### src/svg_pkg.sv
// shared types, widths and constants for the sphere vertex generator
// no dependencies
package svg_pkg;

  localparam int STEP_W   = 10;
  localparam int DEN_W    = STEP_W + 1;
  localparam int ANG_W    = 32;
  localparam int XY_W     = 34;
  localparam int Z_W      = 32;
  localparam int OUT_W    = 16;
  localparam int CFG_IDX_W = 8;

  localparam int DEF_ROTATION_STAGES = 16;
  localparam int DEF_OUT_FRAC_BITS   = 15;

  localparam int ATAN_LEN = 24;

  localparam logic [STEP_W-1:0] LAT_STEPS_RESET = STEP_W'(32);
  localparam logic [STEP_W-1:0] LON_STEPS_RESET = STEP_W'(32);

  // start vector, cordic gain in q4.30
  localparam logic signed [XY_W-1:0] CORDIC_GAIN = XY_W'(652032874);

  typedef enum logic [CFG_IDX_W-1:0] {
    REG_LAT_STEPS = CFG_IDX_W'(0),
    REG_LON_STEPS = CFG_IDX_W'(1)
  } reg_idx_t;

  typedef logic signed [Z_W-1:0] atan_tbl_t [0:ATAN_LEN-1];

  // atan(2^-i) in 2^32-per-turn units
  localparam atan_tbl_t ATAN_TURNS = '{
    32'sd536870912, 32'sd316933406, 32'sd167458907, 32'sd85004756,
    32'sd42667331,  32'sd21354465,  32'sd10679838,  32'sd5340245,
    32'sd2670163,   32'sd1335087,   32'sd667544,    32'sd333772,
    32'sd166886,    32'sd83443,     32'sd41722,     32'sd20861,
    32'sd10430,     32'sd5215,      32'sd2608,      32'sd1304,
    32'sd652,       32'sd326,       32'sd163,       32'sd81
  };

endpackage

### src/svg_cordic_cell.sv
// one cordic rotation cell, fixed shift and arctangent per position
// depends on svg_pkg
module svg_cordic_cell #(
  parameter int STAGE = 0
) (
  input  logic                              clk,
  input  logic                              en,
  input  logic signed [svg_pkg::XY_W-1:0]   x_in,
  input  logic signed [svg_pkg::XY_W-1:0]   y_in,
  input  logic signed [svg_pkg::Z_W-1:0]    z_in,
  input  logic [1:0]                        q_in,
  output logic signed [svg_pkg::XY_W-1:0]   x_out,
  output logic signed [svg_pkg::XY_W-1:0]   y_out,
  output logic signed [svg_pkg::Z_W-1:0]    z_out,
  output logic [1:0]                        q_out
);
  import svg_pkg::*;

  logic signed [XY_W-1:0] dx;
  logic signed [XY_W-1:0] dy;

  assign dx = y_in >>> STAGE;
  assign dy = x_in >>> STAGE;

  always_ff @(posedge clk) begin
    if (en) begin
      if (!z_in[Z_W-1]) begin
        x_out <= x_in - dx;
        y_out <= y_in + dy;
        z_out <= z_in - ATAN_TURNS[STAGE];
      end else begin
        x_out <= x_in + dx;
        y_out <= y_in - dy;
        z_out <= z_in + ATAN_TURNS[STAGE];
      end
      q_out <= q_in;
    end
  end

endmodule

### config.mk
export PLATFORM = sky130hd
export DESIGN_NAME = svg_cordic_cell
export DESIGN_NICKNAME = d
export VERILOG_FILES = /design/src/svg_pkg.sv /design/src/svg_cordic_cell.sv
export SDC_FILE = /design/constraint.sdc
export NUM_CORES = 1
export LEC_CHECK = 0
export ABC_AREA = 0
export BUFFER_PORTS_ARGS = -buffer_cell sky130_fd_sc_hd__buf_2
export CELL_PAD_IN_SITES_DETAIL_PLACEMENT = 1
export CELL_PAD_IN_SITES_GLOBAL_PLACEMENT = 1
export CORE_MARGIN = 2
export CORE_UTILIZATION = 42
export CTS_CLUSTER_DIAMETER = 30
export DETAILED_ROUTE_END_ITERATION = 16
export PLACE_DENSITY_LB_ADDON = 0.15
export SYNTH_ARGS = -nofsm -noshare
export SYNTH_HDL_FRONTEND = slang
export SYNTH_SLANG_ARGS = --single-unit
### constraint.sdc
create_clock -name clk -period 3.2 [get_ports clk]
set_input_delay 0.48 -clock clk [delete_from_list [all_inputs] [get_ports clk]]
set_output_delay 0.48 -clock clk [all_outputs]
set_load 0.005 [all_outputs]
* Yosys cells after proc, flatten, opt, wreduce, memory -nomap -nowiden *
Index checks and enable logic that the tools add are counted.

cells by class
  divide/modulo/power cells = 0
  shift operators = 0
  equal/unequal tests = 0
  $lt $le $gt $ge = 0
  $mul = 0
  reduce and logical (&&, ||, !) cells = 0
  bitwise gates (word level) = 0
  add/sub/neg operators = 5
  muxes and demuxes = 3

operator list
  cell                                                                    number
  34-bit two-way mux                                                      2
  34-bit subtractor                                                       2
  34-bit adder                                                            1
  32-bit by 31-bit adder with 32-bit output (second input constant)       1
  32-bit two-way mux                                                      1
  32-bit by 31-bit subtractor with 32-bit output (second input constant)  1

storage, ports and cells
  input port bits = 104
  latch bits = 0
  output and inout bits = 102
  word-level logic and storage cells = 12
  ROM bits = 0
  bits in registers = 102
  memories kept = 0
  memory bits (writable) = 0

* Depth between registers and ports, before layout *
  depth after elaboration = 2
  depth in mapped cells = 12
  depth with buffers taken out = 11

* Worst setup path after synthesis *
No wires, ideal clock.

  path type = input to register
  start = in x_in[26] (netlist name)
  end = reg y_out[30] (netlist name) (data pin)
  slack = 0.332 ns
  cell stages on the path = 11
  data required time = 2.932 ns
  arrival time = 2.600 ns
  path through = inv_1 -> ha_1 -> buf_6 -> or4_4 -> or4b_4 -> nor3_2 -> o2111ai_1 -> nand3_1 -> a21boi_2 -> o22ai_2 -> xnor2_1

on the way
  word-level cells in the longest chain between the ends = 2

RTL lines
  what                                               line                                          source
  start, declared                                    svg_cordic_cell.sv:8                          input logic signed [svg_pkg::XY_W-1:0] x_in,
  34-bit adder or 34-bit subtractor (tied branches)  svg_cordic_cell.sv:29, svg_cordic_cell.sv:33
  34-bit two-way mux (*)                             svg_cordic_cell.sv:27                         if (!z_in[Z_W-1]) begin
  end signal, assigned                               svg_cordic_cell.sv:29                         y_out <= y_in + dy;
  end signal, assigned                               svg_cordic_cell.sv:33                         y_out <= y_in - dy;
  end, declared                                      svg_cordic_cell.sv:13                         output logic signed [svg_pkg::XY_W-1:0] y_out,

Every way passes the cells marked *; elsewhere a longest branch is shown, timed or not.
A chain may end at the register's enable or synchronous reset.

* Worst setup path in the final report *
  start = in x_in[4] (netlist name)
  end = reg y_out[32] (netlist name) (data pin)

Same word-level chain as after synthesis.

==> results_dict.tcl <==
set metrics [dict create \
    status "finished, final reports clean" \
    synth_edf_count 101 \
    p_int_mw 3.12 \
    grt_pass1_vias 9348 \
    yosysWarnings 0 \
    synth_fp_nets 1203 \
    hold_path_end "q_out[0]" \
    clkPwrFrac_pct 25.0 \
    grt_pass1_wl_mm 50.8 \
    power_frac_comb_pct 38.3 \
    holdWs_ns 0.287 \
    io_pins 206 \
    cts_sinks 101 \
    synthCells 996 \
    synth-compound-area-share_pct 23.7 \
    fin_ws_ns 0.217 \
    place_area_um2 11200 \
    rsz0062_at_grt "false" \
    routedWlPerCell_um 20.8 \
    ys.flop_type "edfxtp_1" \
    fin_cells 1581 \
    cts_buffer_depth 2 \
    dieArea_um2 22600 \
    synth_area_leaders "edfxtp_1 (34%), ha_1 (14%), xnor2_1 (5.7%), a21oi_1 (5.6%), inv_1 (4.2%)" \
    power_leakage_nw 5.29 \
    worstPathRequired_ns 3.31 \
    worstSetupEndpointType "flop" \
    htree_num_levels 3 \
    cp_max_fo 5 \
    antenna_found_initial 0 \
    start_kind "input port" \
    drt_iter0_drc 558 \
    min_path_cells 1 \
    cp_slowest_cell "or3_1" \
    switching_power_mw 1.67 \
    grt_usage_pct 29.2 \
    async_reset_ff_share_pct 0 \
    dr_total_vias 8963 \
    ant_nets 0 \
    clk_pin_slew_ns 0.08 \
    vdd_ir_drop_max_uv 227 \
    relSlewSlack_pct 57.0 \
    muxShareOfSynthArea_pct 1.56 \
    syn_area_um2 8980 \
    synth.top_cell.area_share_pct 33.8 \
    min_path_type "input port to flop" \
    synth_fa_ha_area_share_pct 14.7 \
    start_util_pct 42.7 \
    antenna_cells 0 \
    route.detailed.drc 0 \
    grt_overflow 0 \
    period_needed_ns 2.98 \
    drive_above_1_share_pct 29.4 \
    drtPass1Iterations 5 \
    slew_violations 0 \
    critPathKind "input port to flop" \
    dp_hpwl_mm 26.8 \
    die_y_um 150 \
    synth-simple-area-share_pct 13.4 \
    yosys-top-cells-count "a21oi_1 (101), edfxtp_1 (101), inv_1 (101)" \
    swShare_pct 34.9 \
    synth-seq-area-share_pct 33.8 \
    cp.arrival_ns 3.09 \
    worst_pin_slew_ns 0.644 \
    cts_buffers 9 \
    core.rowCount 53 \
    fillers 2566 \
    yosysTopAreaCell "edfxtp_1" \
    pre_cts_slack_ns -0.118 \
    drv_cap 0 \
    wirelength_mm 32.9 \
    power_density_nw_per_um2 417 \
    nets 1508 \
    grt_max_degree 53 \
    min_from "q_in[0]" \
    pwr-share-seq_pct 36.7 \
    numPortBuffers 205 \
    clockRootBuffer "clkbuf_16" \
    yosys.cell_types.count 81 \
    coreArea_um2 21000 \
    avgViaCountPerCell 5.67 \
    die_w_um 150 \
    cp_slowest_stage_delay_ns 0.40 \
    syn_avg_cell_area_um2 9.02 \
    synth_top_family_by_area "compound AO/OA/AOI/OAI gates" \
    crit_chain "buf_2, inv_1, ha_1, buf_4, buf_4, a21oi_1, nor2_1, nor3_1, a21o_1, o211ai_1, or3_1, o221ai_2, xnor2_1" \
    hold_buffers 0 \
    finalCritPeriodShare_pct 93.2 \
    crit_path_frequent_cell "buf_4" \
    stdcell_area_um2 11500 \
    syn2layout_area_growth_pct 28.0 \
    finalHoldViolCount 0 \
    place_inst 1564 \
    synth-seq-cells 101 \
    setup_viol 0 \
    fmax_mhz 335 \
    cts_tree "built" \
    synth_xor_xnor_area_share_pct 6.34 \
    gp_congestion 0.953 \
]
-- critical path: cells and delay by family --
family | cells | cell delay, ns
adders and majority gates | 1 | 0.32
xor gates and xnor gates | 1 | 0.08
buffers and inverters | 4 | 0.44
and+or+nand+nor | 3 | 0.86
AOI/OAI and AO/OA | 4 | 0.90
-- placed cells by master (no fill, tap or decap), types with 6 or more instances in the layout --
master / synthesis / routed
a211oi_1: 16 / 16
a21o_1: 21 / 21
a21oi_1: 101 / 101
a31oi_1: 10 / 10
and2_1: 6 / 6
buf_2: 11 / 204
buf_4: 2 / 134
clkbuf_16: 0 / 9
edfxtp_1: 101 / 101
ha_1: 99 / 99
inv_1: 101 / 101
mux2i_1: 14 / 14
nand2_1: 43 / 43
nand2b_1: 8 / 8
nand3_1: 21 / 21
nand4_1: 9 / 9
nor2_1: 69 / 69
nor2b_1: 19 / 19
nor3_1: 27 / 27
nor4_1: 9 / 8
o211ai_1: 9 / 9
o21a_1: 9 / 9
o21ai_0: 49 / 49
o21ai_1: 14 / 14
o21bai_1: 17 / 17
o31ai_1: 9 / 9
or3_1: 9 / 9
xnor2_1: 58 / 58
xor2_1: 7 / 7
-- metal layers --
| layer | part of all wire (%) | GRT usage (%) | vias up |
|---|---|---|---|
| met5 | 0 | 0 | - |
| met3 | 6.4 | 4.58 | 61 |
| li1 | - | - | 4193 |
| met2 | 49 | 51.7 | 344 |
| met1 | 41 | 35.7 | 4365 |
| met4 | 2.9 | 11.2 | 0 |
-- state kept, by name, indices dropped and copies added, names as in the netlist --
signal and flops:
x_out 34, z_out 32, y_out 33, q_out 2
-- repair_timing --
action | 4_1_cts | 5_1_grt
endpoints found under the setup margin | 0 | 1
resized for setup | 0 | 1
setup buffers | 0 | 1
-- kinds of logic after synthesis --
| logic type | after synthesis |
|---|---|
| fa+ha+maj | 103 |
| flops | 101 |
| simple gates | 241 |
| mux | 14 |
| compound gates | 322 |
| buf+inv | 150 |
| xor+xnor | 65 |
-- power by group through the flow --
stage / Combinational [mW] / Sequential, mW / Clock (mW)
final: 1.84 / 1.76 / 1.20
after global routing: 2.00 / 1.78 / 1.25
after CTS: 1.82 / 1.77 / 1.22
after detailed placement: 1.81 / 1.79 / 0
after global placement: 1.76 / 1.79 / 0
after floorplan: 0.929 / 1.81 / 0
-- metrics by stage --
stage	power [mW]	setup TNS [ns]	utilization (%)
detailed placement	3.60	-0.606	53.2
global placement	3.55	-0.370	53.2
finish	4.79	0	54.7
floorplan	2.74	0	-
CTS	4.80	0	54.7
global route	5.03	0	54.7
-- worst max path at each step --
stage | start | end | slack [ns]
2_1_floorplan | x_in[26] | y_out[30] | 0.33
3_3_place_gp | x_in[15] | x_out[27] | -0.12
3_5_place_dp | x_in[15] | x_out[27] | -0.12
4_1_cts | x_in[15] | x_out[27] | 0.26
5_1_grt | x_in[14] | x_out[25] | 0.06
6_report | x_in[4] | y_out[32] | 0.22
-- cell type report --
cell class	count	area [um2]	share of cell area, %
multi-input cells	745	5370	46.6
well taps	275	344	2.99
inverters	104	390	3.39
flip-flops and latches	101	3030	26.4
clock inverters	7	78.8	0.685
clock buffers	9	225	1.96
repair buffers	340	2070	18.0
No activity file was read; power rests on OpenSTA's default activity.
