## src/svg_pkg.sv

```systemverilog
// shared types, widths and constants for the sphere vertex generator
// no dependencies
package svg_pkg;

  localparam int STEP_W   = 10;
  localparam int DEN_W    = STEP_W + 1;
  localparam int ANG_W    = 32;
  localparam int XY_W     = 34;
  localparam int Z_W      = 32;
  localparam int OUT_W    = 16;
  localparam int CFG_IDX_W = 8;

  localparam int DEF_ROTATION_STAGES = 16;
  localparam int DEF_OUT_FRAC_BITS   = 15;

  localparam int ATAN_LEN = 24;

  localparam logic [STEP_W-1:0] LAT_STEPS_RESET = STEP_W'(32);
  localparam logic [STEP_W-1:0] LON_STEPS_RESET = STEP_W'(32);

  // start vector, cordic gain in q4.30
  localparam logic signed [XY_W-1:0] CORDIC_GAIN = XY_W'(652032874);

  typedef enum logic [CFG_IDX_W-1:0] {
    REG_LAT_STEPS = CFG_IDX_W'(0),
    REG_LON_STEPS = CFG_IDX_W'(1)
  } reg_idx_t;

  typedef logic signed [Z_W-1:0] atan_tbl_t [0:ATAN_LEN-1];

  // atan(2^-i) in 2^32-per-turn units
  localparam atan_tbl_t ATAN_TURNS = '{
    32'sd536870912, 32'sd316933406, 32'sd167458907, 32'sd85004756,
    32'sd42667331,  32'sd21354465,  32'sd10679838,  32'sd5340245,
    32'sd2670163,   32'sd1335087,   32'sd667544,    32'sd333772,
    32'sd166886,    32'sd83443,     32'sd41722,     32'sd20861,
    32'sd10430,     32'sd5215,      32'sd2608,      32'sd1304,
    32'sd652,       32'sd326,       32'sd163,       32'sd81
  };

endpackage

```

## src/svg_div_cell.sv

```systemverilog
// one restoring-division cell: one quotient bit per beat
// depends on svg_pkg
module svg_div_cell (
  input  logic                       clk,
  input  logic                       en,
  input  logic [svg_pkg::DEN_W-1:0]  rem_in,
  input  logic [svg_pkg::DEN_W-1:0]  den_in,
  input  logic [svg_pkg::ANG_W-1:0]  low_in,
  input  logic [svg_pkg::ANG_W-1:0]  quo_in,
  output logic [svg_pkg::DEN_W-1:0]  rem_out,
  output logic [svg_pkg::DEN_W-1:0]  den_out,
  output logic [svg_pkg::ANG_W-1:0]  low_out,
  output logic [svg_pkg::ANG_W-1:0]  quo_out
);
  import svg_pkg::*;

  logic [DEN_W:0]   trial;
  logic             ge;
  logic [DEN_W:0]   diff;
  logic [DEN_W-1:0] rem_next;

  always_comb begin
    trial    = {rem_in, low_in[ANG_W-1]};
    ge       = trial >= {1'b0, den_in};
    diff     = trial - {1'b0, den_in};
    rem_next = ge ? diff[DEN_W-1:0] : trial[DEN_W-1:0];
  end

  always_ff @(posedge clk) begin
    if (en) begin
      rem_out <= rem_next;
      den_out <= den_in;
      low_out <= {low_in[ANG_W-2:0], 1'b0};
      quo_out <= {quo_in[ANG_W-2:0], ge};
    end
  end

endmodule

```

## config.mk

```make
export PLATFORM = sky130hd
export DESIGN_NAME = svg_div_cell
export DESIGN_NICKNAME = d
export VERILOG_FILES = /design/src/svg_pkg.sv /design/src/svg_div_cell.sv
export SDC_FILE = /design/constraint.sdc
export NUM_CORES = 1
export LEC_CHECK = 0
export BUFFER_PORTS_ARGS = -buffer_cell sky130_fd_sc_hd__buf_2
export CORE_ASPECT_RATIO = 0.7
export CORE_UTILIZATION = 45
export DETAILED_ROUTE_END_ITERATION = 7
export PLACE_DENSITY = 0.8
export RECOVER_POWER = 25
export SLEW_MARGIN = 20
export SYNTH_ARGS = -nofsm -noshare
export SYNTH_HDL_FRONTEND = slang
export SYNTH_SLANG_ARGS = --single-unit
```

## constraint.sdc

```tcl
create_clock -name clk -period 2.48 [get_ports clk]
set_input_delay 0.372 -clock clk [delete_from_list [all_inputs] [get_ports clk]]
set_output_delay 0.372 -clock clk [all_outputs]
set_load 0.05 [all_outputs]
```

======== Word-level counts from Yosys, hierarchy flattened ========
Cells that the tools add are included.
cells by class
  magnitude comparators ................... 1
  eq/ne operators ......................... 0
  $mul .................................... 0
  bitwise operators ....................... 0
  $add $sub $neg .......................... 1
  div/mod/pow operators ................... 0
  shift-type cells ........................ 0
  muxes and demuxes ....................... 1
  reductions and logical operators ........ 0
operators by type and width
  cell                                              number
  12-bit by 11-bit >= comparator with 1-bit output  1
  11-bit 2-to-1 mux                                 1
  11-bit subtractor                                 1
word-level totals
  register bits after elaboration ......... 85
  output and inout port bits .............. 86
  memories ................................ 0
  word-level logic and storage cells ...... 7
  bits in latches ......................... 0
  bits of input ports ..................... 88
  memory bits (read-only) ................. 0
  RAM bits ................................ 0

======== Logic depth before layout (Yosys ltp) ========
Gate-level depths: netlist of the first run.
  depth after elaboration ................. 2
  mapped depth ............................ 10
  mapped depth without buffers ............ 9

======== Least setup slack after synthesis of the first run ========
Ideal clock, no wire load.
  path kind ............................... input -> register
  start ................................... input port low_in[31] in the netlist's numbering
  end ..................................... register rem_out[2] in the netlist's numbering (data pin)
  path buffers ............................ 1
  data required time ...................... 2226 ps
  path slack .............................. 254 ps
  setup time .............................. 254 ps
  arrival ................................. 1972 ps
  cell stages on the path ................. 10
  cell sequence ........................... inv_1 > ha_1 > fa_1 > and2b_1 > o21ai_2 > a311oi_2 > o2bb2ai_2 > buf_6 > nand2_1 > o21ai_2
between the ends
  longest elaborated chain between the ends .. 2
  elaborated cells on any way between the ends .. 3
  those cells by class .................... add/sub: 1; order compare: 1; mux: 1
RTL lines
  what                                                                                   RTL line                                RTL
  start, declared                                                                        svg_div_cell.sv:8                       input logic [svg_pkg::ANG_W-1:0] low_in,
  11-bit subtractor or 12-bit by 11-bit >= comparator with 1-bit output (tied branches)  svg_div_cell.sv:25, svg_div_cell.sv:24
  11-bit 2-to-1 mux (*)                                                                  svg_div_cell.sv:26                      rem_next = ge ? diff[DEN_W-1:0] : trial[DEN_W-1:0];
  net rem_next[2]                                                                        svg_div_cell.sv:20                      logic [DEN_W-1:0] rem_next;
  end signal, assigned                                                                   svg_div_cell.sv:31                      rem_out <= rem_next;
  end, declared                                                                          svg_div_cell.sv:10                      output logic [svg_pkg::DEN_W-1:0] rem_out,
Mark *: on every way through the listed nets, which the timed path passes. The rest lies on a longest branch.
A chain may end at the register's enable or synchronous reset.

======== Worst setup path in the final report of the first run ========
  start ................................... input port low_in[31] in the netlist's numbering
  end ..................................... register rem_out[10] in the netlist's numbering (data pin)
Same word-level chain as after synthesis.

==> key figures, run 1 <==
Timing
  – Crit share post-route: 0.857
  – Headroom to the max-slew limit: 0.610
  – Unrepaired setup endpoints after global routing: false
  – Worst Tran Pin Value: 0.585 ns
  – Final Setup Violations: 0
  – Fin crit period: 2.13 ns
  – Final count of pins violating max slew: 0
  – Final worst slack: 0.354 ns
  – Fmax: 0.470 GHz
  – Final TNS setup: 0 ns
  – Hold Violations, Final: 0

Critical path
  – Worst setup SP type: primary input
  – Worst EP arrival: 2.22 ns
  – CP Max Fanout: 2
  – Setup CP Type: primary input to flip-flop
  – Crit path capture type: flip-flop
  – CP required: 2.57 ns

Global route
  – Grt ovf: 0
  – All-Layer GR Usage: 0.200
  – Vias in the first global route: 2242
  – First-pass GRT wire length: 11500 microns
  – Largest net degree at the start of global routing: 45
  – Antenna violations before repair: 0

Power
  – LEAKAGE: 0.00199 uW
  – Worst vdd ir: 0.314 mV
  – Pwr per Cell Area: 805 nW/um^2

Place
  – DP Worst Slack: -0.0199 ns
  – Port Buffers: 171
  – Placed Area: 4310 sq um
  – Final HPWL DP: 5900 microns
  – Gp weighted congestion: 0.759

Clocking
  – H-tree depth: 3
  – Clk buf depth: 2
  – CTS buffer count: 9
  – Setup Buffers After CTS: 0
  – CTS tree: built
  – Cts hold-fix bufs: 0
  – Post_cts resized: 0
  – Root Driver: clkbuf_8
  – # clock sinks: 85
  – Clock slew at reported path FFs: 0.09 ns

Synthesis
  – Xor/xnor cell area share of the yosys netlist: 0.0158
  – Average size of a mapped cell: 16.8 sq um
  – Register bit total from synthesis: 85
  – Sequential fraction of the synthesis area: 0.769
  – Asr flop ratio synth: 0
  – Post-Syn Area: 3320 sq um
  – Yosys Warn Count: 0
  – Syn_nets: 297
  – Mapped Cells: 197
  – Portion of netlist area occupied by mux cells: 0
  – Number of enable flip-flop cells after synthesis: 85
  – Post-synthesis adder-cell area fraction: 0.0475
  – Largest family of logic cells by synthesized area: compound AO/OA/AOI/OAI gates
  – Simple-Gate Fraction of Synth Area: 0.0566
  – Post-synthesis cell type count: 37
  – Ys flop type: edfxtp_1
  – Complex-gate fraction of the synthesized area: 0.0826

Worst hold path
  – Hold depth: 1
  – Hold Crit Start: low_in[29]
  – Worst Hold Endpoint: low_out[30]$_DFFE_PP_
  – Worst hold path class: primary input to flip-flop

Final layout
  – Most common cell after layout, fill and taps aside: buf_2
  – Nets@finish: 480
  – N_diodes: 0
  – Fraction of layout cells with a size suffix above 1: 0.523
  – Most frequent cells in the layout: buf_2 (169), edfxtp_1 (85), nand2_1 (19)
  – Sequential cell area: 2550 sq um
  – Number of fill cells: 576
  – Layout Utilization: 0.648
  – Area grow syn2layout: 35.7%
  – Multi-input gate area: 676 sq um
  – Fin area: 4500 sq um

Floorplan
  – Core area: 6940 sq um
  – Initial core utilization: 0.478
  – Die width: 105 microns
  – # IOs: 174
  – Row cnt: 25
  – Die ar.: 7730 sq um
  – Die Span Y: 73.8 microns

Route
  – DRT Pass-1 Iters: 4
  – Vias per cell: 4.84
  – Total Routed Length: 7610 microns
  – Vias: 2315
  – Routed len/inst: 15.9 microns
  – DRC: 0
  – Starting DRT DRC Count: 90
  – Post-route ant nets: 0

Outcome
  – Status: finished clean

Job
  – # Max-Cap Violations: 0
## per-layer routing
metal,up-vias,wire length (microns),GRT usage
li1,1107,-,-
met1,1109,3070,0.246
met2,86,3940,0.347
met3,13,485,0.0541
met4,0,113,0.0673
met5,-,0,0
## cell type report
type                            instances  share of cell area
Timing Repair Buffer                  175               0.200
Clock buffer                            9              0.0275
Sequential cell                        85               0.567
Clock inverter                          6              0.0161
Inverter                               16              0.0133
Multi-Input combinational cell         93               0.150
Tap cell                               94              0.0261
## registers in the layout, indices dropped and copies added (netlist names)
signal / cells
den_out: 11
quo_out: 32
rem_out: 11
low_out: 31
## stage by stage
| stage | instances | power, uW | hold WS (ns) |
|---|---|---|---|
| final | 478 | 3620 | 0.195 |
| after global routing | 478 | 3770 | 0.169 |
| after CTS | 478 | 3660 | 0.178 |
| after detailed placement | 463 | 2700 | 0.550 |
| after global placement | 463 | 2670 | 0.548 |
| after floorplan | 197 | 2440 | 0.471 |
## logic make-up after synthesis
group | Yosys count
adders and majority gates | 12
xor gates and xnor gates | 6
buffers and inverters | 19
and+or+nand+nor | 39
DFF | 85
other | 1
AOI/OAI and AO/OA | 35
## synth_stat cells, types with 2 or more instances
cell type  number  share of area
nand2b_1        3         0.0057
o31ai_1         2         0.0045
ha_1           11          0.041
edfxtp_1       85           0.77
nor2b_1         2         0.0038
xor2_1          4          0.011
nand2_1        19          0.021
and3_1          2         0.0038
nand4_1         3         0.0057
xnor2_1         2         0.0053
a21o_1          2         0.0045
o21ai_2         8          0.021
nor2_1          5         0.0057
o211ai_1        2         0.0045
a21oi_1         6         0.0091
o21ai_1         2         0.0030
buf_6           2         0.0068
inv_1          16          0.018
o21ai_0         3         0.0045
## worst max-delay path, stage by stage
cell and delay (ns):
buf_2 0.08, inv_1 0.03, ha_1 0.20, fa_1 0.39
and2b_1 0.25, o21ai_2 0.07, a311oi_2 0.32, buf_4 0.17
nor2b_1 0.04, o211ai_1 0.16, nand4_1 0.11
## power breakdown
group          total (uW)  switching (uW)  internal [uW]  leakage, uW
Clock                 964             494            470    0.0000899
Sequential           1760            30.0           1730     0.000832
Combinational         898             675            223      0.00107
## worst max path at each step
stage	slack, ns	depth (start not counted)	to	start
floorplan	0.25	10	rem_out[2]$_DFFE_PP_	low_in[31]
global placement	0.04	10	rem_out[10]$_DFFE_PP_	den_in[0]
detailed placement	-0.02	10	rem_out[10]$_DFFE_PP_	den_in[0]
CTS	0.38	10	rem_out[10]$_DFFE_PP_	den_in[0]
global route	0.22	11	rem_out[10]$_DFFE_PP_	low_in[31]
finish	0.35	11	rem_out[10]$_DFFE_PP_	low_in[31]
Power figures use the tool's default switching activity.
==> inputs of run 2 (changes only) <==
--- a/config.mk
+++ b/config.mk
@@ -7,9 +7,9 @@
 export LEC_CHECK = 0
 export BUFFER_PORTS_ARGS = -buffer_cell sky130_fd_sc_hd__buf_2
 export CORE_ASPECT_RATIO = 0.7
-export CORE_UTILIZATION = 45
+export CORE_UTILIZATION = 40
 export DETAILED_ROUTE_END_ITERATION = 7
-export PLACE_DENSITY = 0.8
+export PLACE_DENSITY = 0.75
 export RECOVER_POWER = 25
 export SLEW_MARGIN = 20
 export SYNTH_ARGS = -nofsm -noshare
==> constraint.sdc (replaced) <==
create_clock -name clk -period 1.95 [get_ports clk]
set_input_delay 0.2925 -clock clk [delete_from_list [all_inputs] [get_ports clk]]
set_output_delay 0.2925 -clock clk [all_outputs]
set_load 0.05 [all_outputs]
==> key figures, run 2 (synthesis results as in run 1) <==
Outcome
  – Status: finished clean

Floorplan
  – Die ar.: 8670 sq um (+12%)
  – Initial core utilization: 0.418 (-0.0599)
  – Die Span Y: 78.2 microns (+5.9%)
  – Row cnt: 27 (+8.0%)
  – Die width: 111 microns (+5.9%)
  – # IOs: 174 (unchanged)
  – Core area: 7940 sq um (+14%)

Final layout
  – Most frequent cells in the layout: buf_2 (169), edfxtp_1 (85), buf_4 (23)
  – Most common cell after layout, fill and taps aside: buf_2
  – Biggest regs: quo_out x32, low_out x31
  – Max reg flops: 32 (unchanged)
  – Final cell count without fillers: 506 (+5.9%)
  – N_diodes: 0 (unchanged)
  – Nets@finish: 500 (+4.2%)
  – Number of fill cells: 637 (+11%)
  – Area grow syn2layout: 46.2%
  – Fraction of layout cells with a size suffix above 1: 0.575 (+0.0519)
  – Most flops, register: quo_out

Power
  – Worst vdd ir: 0.769 mV (+150%)
  – Pwr per Cell Area: 1070 nW/um^2 (+33%)
  – LEAKAGE: 0.00216 uW (+8.7%)

Clocking
  – Root Driver: clkbuf_16
  – Cts hold-fix bufs: 0 (unchanged)
  – # clock sinks: 85 (unchanged)
  – CTS buffer count: 9 (unchanged)
  – CTS tree: built
  – H-tree depth: 3 (unchanged)
  – Clk buf depth: 2 (unchanged)
  – Clock slew at reported path FFs: 0.07 ns (-0.02 ns)

Timing
  – Crit share post-route: 0.964
  – Hold Violations, Final: 0 (unchanged)
  – Unrepaired setup endpoints after global routing: true
  – Final count of pins violating max slew: 0 (unchanged)
  – Fmax: 0.532 GHz
  – Final worst slack: 0.0695 ns (-0.284 ns)
  – Fin crit period: 1.88 ns
  – Final Setup Violations: 0 (unchanged)

Place
  – DP Worst Slack: -0.382 ns (-0.362 ns)
  – Port Buffers: 171 (unchanged)
  – Gp weighted congestion: 0.782 (+3.0%)
  – Placed cells: 488 (+5.4%)
  – Final HPWL DP: 5790 microns (-1.9%)

Worst hold path
  – Worst hold path class: primary input to flip-flop
  – Worst Hold Endpoint: quo_out[17]$_DFFE_PP_
  – Hold depth: 1 (unchanged)
  – Hold Crit Start: quo_in[16]

Global route
  – All-Layer GR Usage: 0.180 (-0.0200)
  – Grt ovf: 0 (unchanged)
  – Vias in the first global route: 2380 (+6.2%)
  – Antenna violations before repair: 0 (unchanged)
  – Largest net degree at the start of global routing: 35 (-22%)
  – First-pass GRT wire length: 11800 microns (+3.0%)

Route
  – Starting DRT DRC Count: 116 (+29%)
  – Post-route ant nets: 0 (unchanged)
  – DRC: 0 (unchanged)
  – Routed len/inst: 14.9 microns (-6.3%)
  – Total Routed Length: 7550 microns (-0.76%)
  – Vias per cell: 4.72 (-2.5%)
  – DRT Pass-1 Iters: 4 (unchanged)
  – Vias: 2390 (+3.2%)

Critical path
  – Setup CP Type: primary input to flip-flop
  – Worst setup SP type: primary input
  – CP Max Fanout: 2 (unchanged)
  – Worst EP arrival: 1.96 ns (-0.26 ns)
  – CP required: 2.03 ns (-0.54 ns)
  – Crit path capture type: flip-flop

Job
  – # Max-Cap Violations: 0 (unchanged)
run 2: worst max path at each step:
stage / slack (ns) / startpoint / cells after the start / to
finish: 0.07 / low_in[31] / 11 / rem_out[10]$_DFFE_PP_
global route: -0.002 / low_in[31] / 11 / rem_out[10]$_DFFE_PP_
CTS: 0.008 / low_in[31] / 11 / rem_out[10]$_DFFE_PP_
detailed placement: -0.38 / low_in[31] / 10 / rem_out[4]$_DFFE_PP_
global placement: -0.32 / low_in[31] / 11 / rem_out[10]$_DFFE_PP_
floorplan: -0.05 / low_in[31] / 10 / rem_out[4]$_DFFE_PP_
run 2: metrics by stage:
stage | util | setup TNS, ns | hold slack [ns] | power (uW) | area (sq um)
final | 0.611 | 0 | 0.126 | 5180 | 4850
after global placement | 0.568 | -3.07 | 0.469 | 3460 | 4510
after floorplan | - | -0.470 | 0.391 | 3110 | 3360
after CTS | 0.608 | 0 | 0.111 | 5220 | 4830
after global routing | 0.611 | -0.00235 | 0.108 | 5370 | 4850
after detailed placement | 0.568 | -3.58 | 0.471 | 3490 | 4510
run 2: timing repair:
| item | in CTS | in global routing |
|---|---|---|
| pin swaps | 2 | 4 |
| buffers inserted | 1 | 1 |
| gates resized for setup | 2 | 3 |
| endpoints found under the setup margin | 1 | 5 |
| hold endpoints to repair | 0 | 0 |
run 2: area by class of cell:
type | instances | area [sq um] | share of cell area
clock buffers | 9 | 225 | 0.0464
repair buffers | 195 | 1070 | 0.220
inverters | 16 | 72.6 | 0.0150
well taps | 101 | 126 | 0.0260
flip-flops and latches | 85 | 2550 | 0.526
clock inverters | 7 | 78.8 | 0.0162
multi-input cells | 93 | 727 | 0.150
run 2: power by group:
group          switching [uW]  internal, uW  leakage (uW)
Sequential               36.8          2200      0.000832
Combinational             877           337       0.00118
Clock                     718          1010      0.000146
run 2: layer usage:
layer	global-route usage	routed length (microns)	vias up	part of all wire
met1	0.215	3040	1136	0.40
met4	0.0480	75	0	0.0099
li1	-	-	1150	-
met5	0	0	-	0
met2	0.314	3900	95	0.52
met3	0.0595	536	9	0.071
run 2: worst max-delay path, cell delays in order:
cell and delay (ns):
buf_6 0.10, inv_12 0.03, ha_4 0.15, fa_2 0.33
and2b_1 0.23, o21ai_2 0.07, a311oi_2 0.28, buf_4 0.17
nor2b_1 0.05, o211ai_1 0.16, nand4_1 0.09
==> inputs of run 3 (changes only) <==
--- a/config.mk
+++ b/config.mk
@@ -5,11 +5,12 @@
 export SDC_FILE = /design/constraint.sdc
 export NUM_CORES = 1
 export LEC_CHECK = 0
+export ABC_AREA = 1
 export BUFFER_PORTS_ARGS = -buffer_cell sky130_fd_sc_hd__buf_2
 export CORE_ASPECT_RATIO = 0.7
-export CORE_UTILIZATION = 40
+export CORE_UTILIZATION = 41
 export DETAILED_ROUTE_END_ITERATION = 7
-export PLACE_DENSITY = 0.75
+export PLACE_DENSITY = 0.76
 export RECOVER_POWER = 25
 export SLEW_MARGIN = 20
 export SYNTH_ARGS = -nofsm -noshare
==> key figures, run 3 <==
Power
  – Clock share of power: 0.331 (-0.002)
  – Pwr per Cell Area: 1040 nW/um^2 (-3.0%)
  – LEAKAGE: 0.00230 uW (+6.4%)
  – Net Sw Frac: 0.311 (-0.00443)
  – Sw Pwr: 1570 uW (-3.6%)
  – Cell internal pwr: 3490 uW (-1.6%)
  – Worst vdd ir: 0.529 mV (-31%)
  – Reg power frac: 0.441 (+0.009)
  – Gate power share: 0.228 (-0.006)

Final layout
  – Most flops, register: quo_out
  – N_diodes: 0 (unchanged)
  – Max reg flops: 32 (unchanged)
  – Fraction of layout cells with a size suffix above 1: 0.499 (-0.0764)
  – Area grow syn2layout: 38.7%
  – Final cell count without fillers: 550 (+8.7%)
  – Fin area: 4890 sq um (+0.77%)
  – Most common cell after layout, fill and taps aside: buf_2
  – Nets@finish: 545 (+9.0%)
  – Most frequent cells in the layout: buf_2 (170), edfxtp_1 (85), nand2_1 (54)
  – Biggest regs: quo_out x32, low_out x31

Synthesis
  – Sequential fraction of the synthesis area: 0.724 (-0.0453)
  – Average size of a mapped cell: 14.0 sq um (-17%)
  – Synth top area share: 0.724 (-0.0453)
  – Post-Syn Area: 3530 sq um (+6.3%)
  – Synth cell count leaders: edfxtp_1 (85), nand2_1 (54), inv_1 (36)
  – Post-synthesis cell type count: 29 (-22%)
  – Number of enable flip-flop cells after synthesis: 85 (unchanged)
  – Register bit total from synthesis: 85 (unchanged)
  – Mapped Cells: 252 (+28%)
  – Synth top area cells: edfxtp_1 (72%), nand2_1 (5.7%), ha_1 (3.9%)
  – Most frequent cell after synthesis: edfxtp_1
  – Syn_nets: 352 (+19%)
  – Ys flop type: edfxtp_1
  – Leading area contributor after synthesis: edfxtp_1
  – Yosys Warn Count: 0 (unchanged)
  – Asr flop ratio synth: 0 (unchanged)

Clocking
  – Clock slew at reported path FFs: 0.06 ns (about the same)
  – CTS buffer count: 9 (unchanged)
  – Post_cts resized: 0 (-2)
  – Root Driver: clkbuf_16
  – # clock sinks: 85 (unchanged)
  – H-tree depth: 3 (unchanged)
  – Clk buf depth: 2 (unchanged)
  – Cts hold-fix bufs: 0 (unchanged)
  – Setup Buffers After CTS: 0 (-1)
  – CTS tree: built

Floorplan
  – # IOs: 174 (unchanged)
  – Die Span Y: 79.6 microns (+1.8%)
  – Row cnt: 27 (unchanged)
  – Core area: 8110 sq um (+2.1%)
  – Initial core utilization: 0.435 (+0.0169)
  – Die width: 113 microns (+1.8%)
  – Die ar.: 8980 sq um (+3.6%)

Critical path
  – Worst setup SP type: primary input
  – CP Max Fanout: 17 (+15)
  – Worst EP arrival: 1.77 ns (-0.19 ns)
  – Setup CP Type: primary input to flip-flop
  – CP required: 2.03 ns (about the same)
  – Crit path capture type: flip-flop

Job
  – # Max-Cap Violations: 0 (unchanged)

Timing
  – Unrepaired setup endpoints after global routing: false
  – Crit share post-route: 0.867 (-0.0976)
  – Fmax: 0.592 GHz (+11%)
  – Hold Violations, Final: 0 (unchanged)
  – Final worst slack: 0.260 ns (+0.190 ns)
  – Final count of pins violating max slew: 0 (unchanged)
  – Fin crit period: 1.69 ns (-0.190 ns)
  – Final Setup Violations: 0 (unchanged)

Place
  – Gp weighted congestion: 0.831 (+6.2%)
  – DP Worst Slack: -0.0861 ns (+0.296 ns)
  – Port Buffers: 171 (unchanged)
  – Placed cells: 535 (+9.6%)
  – Placed Area: 4600 sq um (+1.9%)
  – Final HPWL DP: 5620 microns (-3.0%)

Global route
  – Antenna violations before repair: 0 (unchanged)
  – Largest net degree at the start of global routing: 86 (+150%)
  – Grt ovf: 0 (unchanged)
  – First-pass GRT wire length: 11700 microns (-1.2%)
  – All-Layer GR Usage: 0.175 (-0.00476)
  – Vias in the first global route: 2482 (+4.3%)

Route
  – DRC: 0 (unchanged)
  – Post-route ant nets: 0 (unchanged)
  – Starting DRT DRC Count: 182 (+57%)
  – Vias per cell: 4.59 (-2.9%)
  – Vias: 2523 (+5.6%)
  – Routed len/inst: 13.6 microns (-9.1%)
  – DRT Pass-1 Iters: 4 (unchanged)
  – Total Routed Length: 7460 microns (-1.2%)

Outcome
  – Status: finished clean

Worst hold path
  – Worst hold path class: primary input to flip-flop
## run 3: cell types whose count changed in the layout (fill, tap and decap cells not counted), moves of 3 or more
| cell | before | now |
|---|---|---|
| nand4_1 | 3 | 9 |
| a21oi_1 | 6 | 3 |
| o21ai_2 | 8 | 3 |
| o21ai_1 | 3 | 0 |
| nand3b_1 | 0 | 4 |
| nand2b_1 | 3 | 0 |
| nand2_1 | 12 | 54 |
| nand3_2 | 0 | 7 |
| nor2_4 | 0 | 3 |
| nand3_1 | 0 | 7 |
| inv_1 | 15 | 36 |
| buf_4 | 23 | 14 |
## run 3: per-stage QoR
stage	TNS [ns]	hold WS (ns)	power, uW	utilization
5_1_grt	0	0.115	5260	0.603
3_5_place_dp	-0.560	0.471	3430	0.567
2_1_floorplan	0	0.391	3090	-
6_report	0	0.134	5060	0.603
3_3_place_gp	-0.0985	0.469	3420	0.567
4_1_cts	0	0.118	5120	0.603
## run 3: worst paths after layout
kind | from | endpoint | depth (start not counted)
max | low_in[31] | rem_out[2]$_DFFE_PP_ | 11
min | low_in[19] | low_out[20]$_DFFE_PP_ | 1
## run 3: kinds of logic (layout without fill, tap and decap cells)
family          count (synthesis)  in the layout  share of synthesized area
simple gates                  102            102                      0.157
buf+inv                        40            237                     0.0486
fa+ha+maj                      12             12                     0.0447
flops                          85             85                      0.724
compound gates                  9              9                     0.0170
other cells                     1              1                    0.00106
xor+xnor                        3              3                    0.00745
## run 3: final cells by class
cell class	count	area [sq um]
inverter	37	139
sequential	85	2550
tap	101	126
clock inverter	6	68.8
timing repair buffer	185	976
fill	680	3220
multi-input combinational	127	802
clock buffer	9	225
## run 3: power groups by stage
stage	Combinational (uW)	Clock (uW)	Sequential (uW)
2_1_floorplan	249	0	2840
3_3_place_gp	1150	0	2270
3_5_place_dp	1160	0	2270
4_1_cts	1170	1720	2230
5_1_grt	1230	1780	2240
6_report	1160	1680	2230
## run 3: per-layer routing
| metal | routed length [microns] | part of all wire | GRT usage | vias up |
|---|---|---|---|---|
| met3 | 590 | 0.079 | 0.0623 | 11 |
| li1 | - | - | - | 1256 |
| met4 | 94 | 0.013 | 0.0613 | 0 |
| met5 | 0 | 0 | 0 | - |
| met2 | 3770 | 0.51 | 0.314 | 94 |
| met1 | 3000 | 0.40 | 0.194 | 1162 |
## run 3: critical path: stages
cell and delay, ns:
buf_2 0.10, inv_1 0.05, ha_1 0.20, fa_1 0.22, inv_1 0.07, nand3_1 0.08
nand3_2 0.13, nand2_4 0.11, nand4_4 0.27, nand2_1 0.19, o21ai_2 0.06
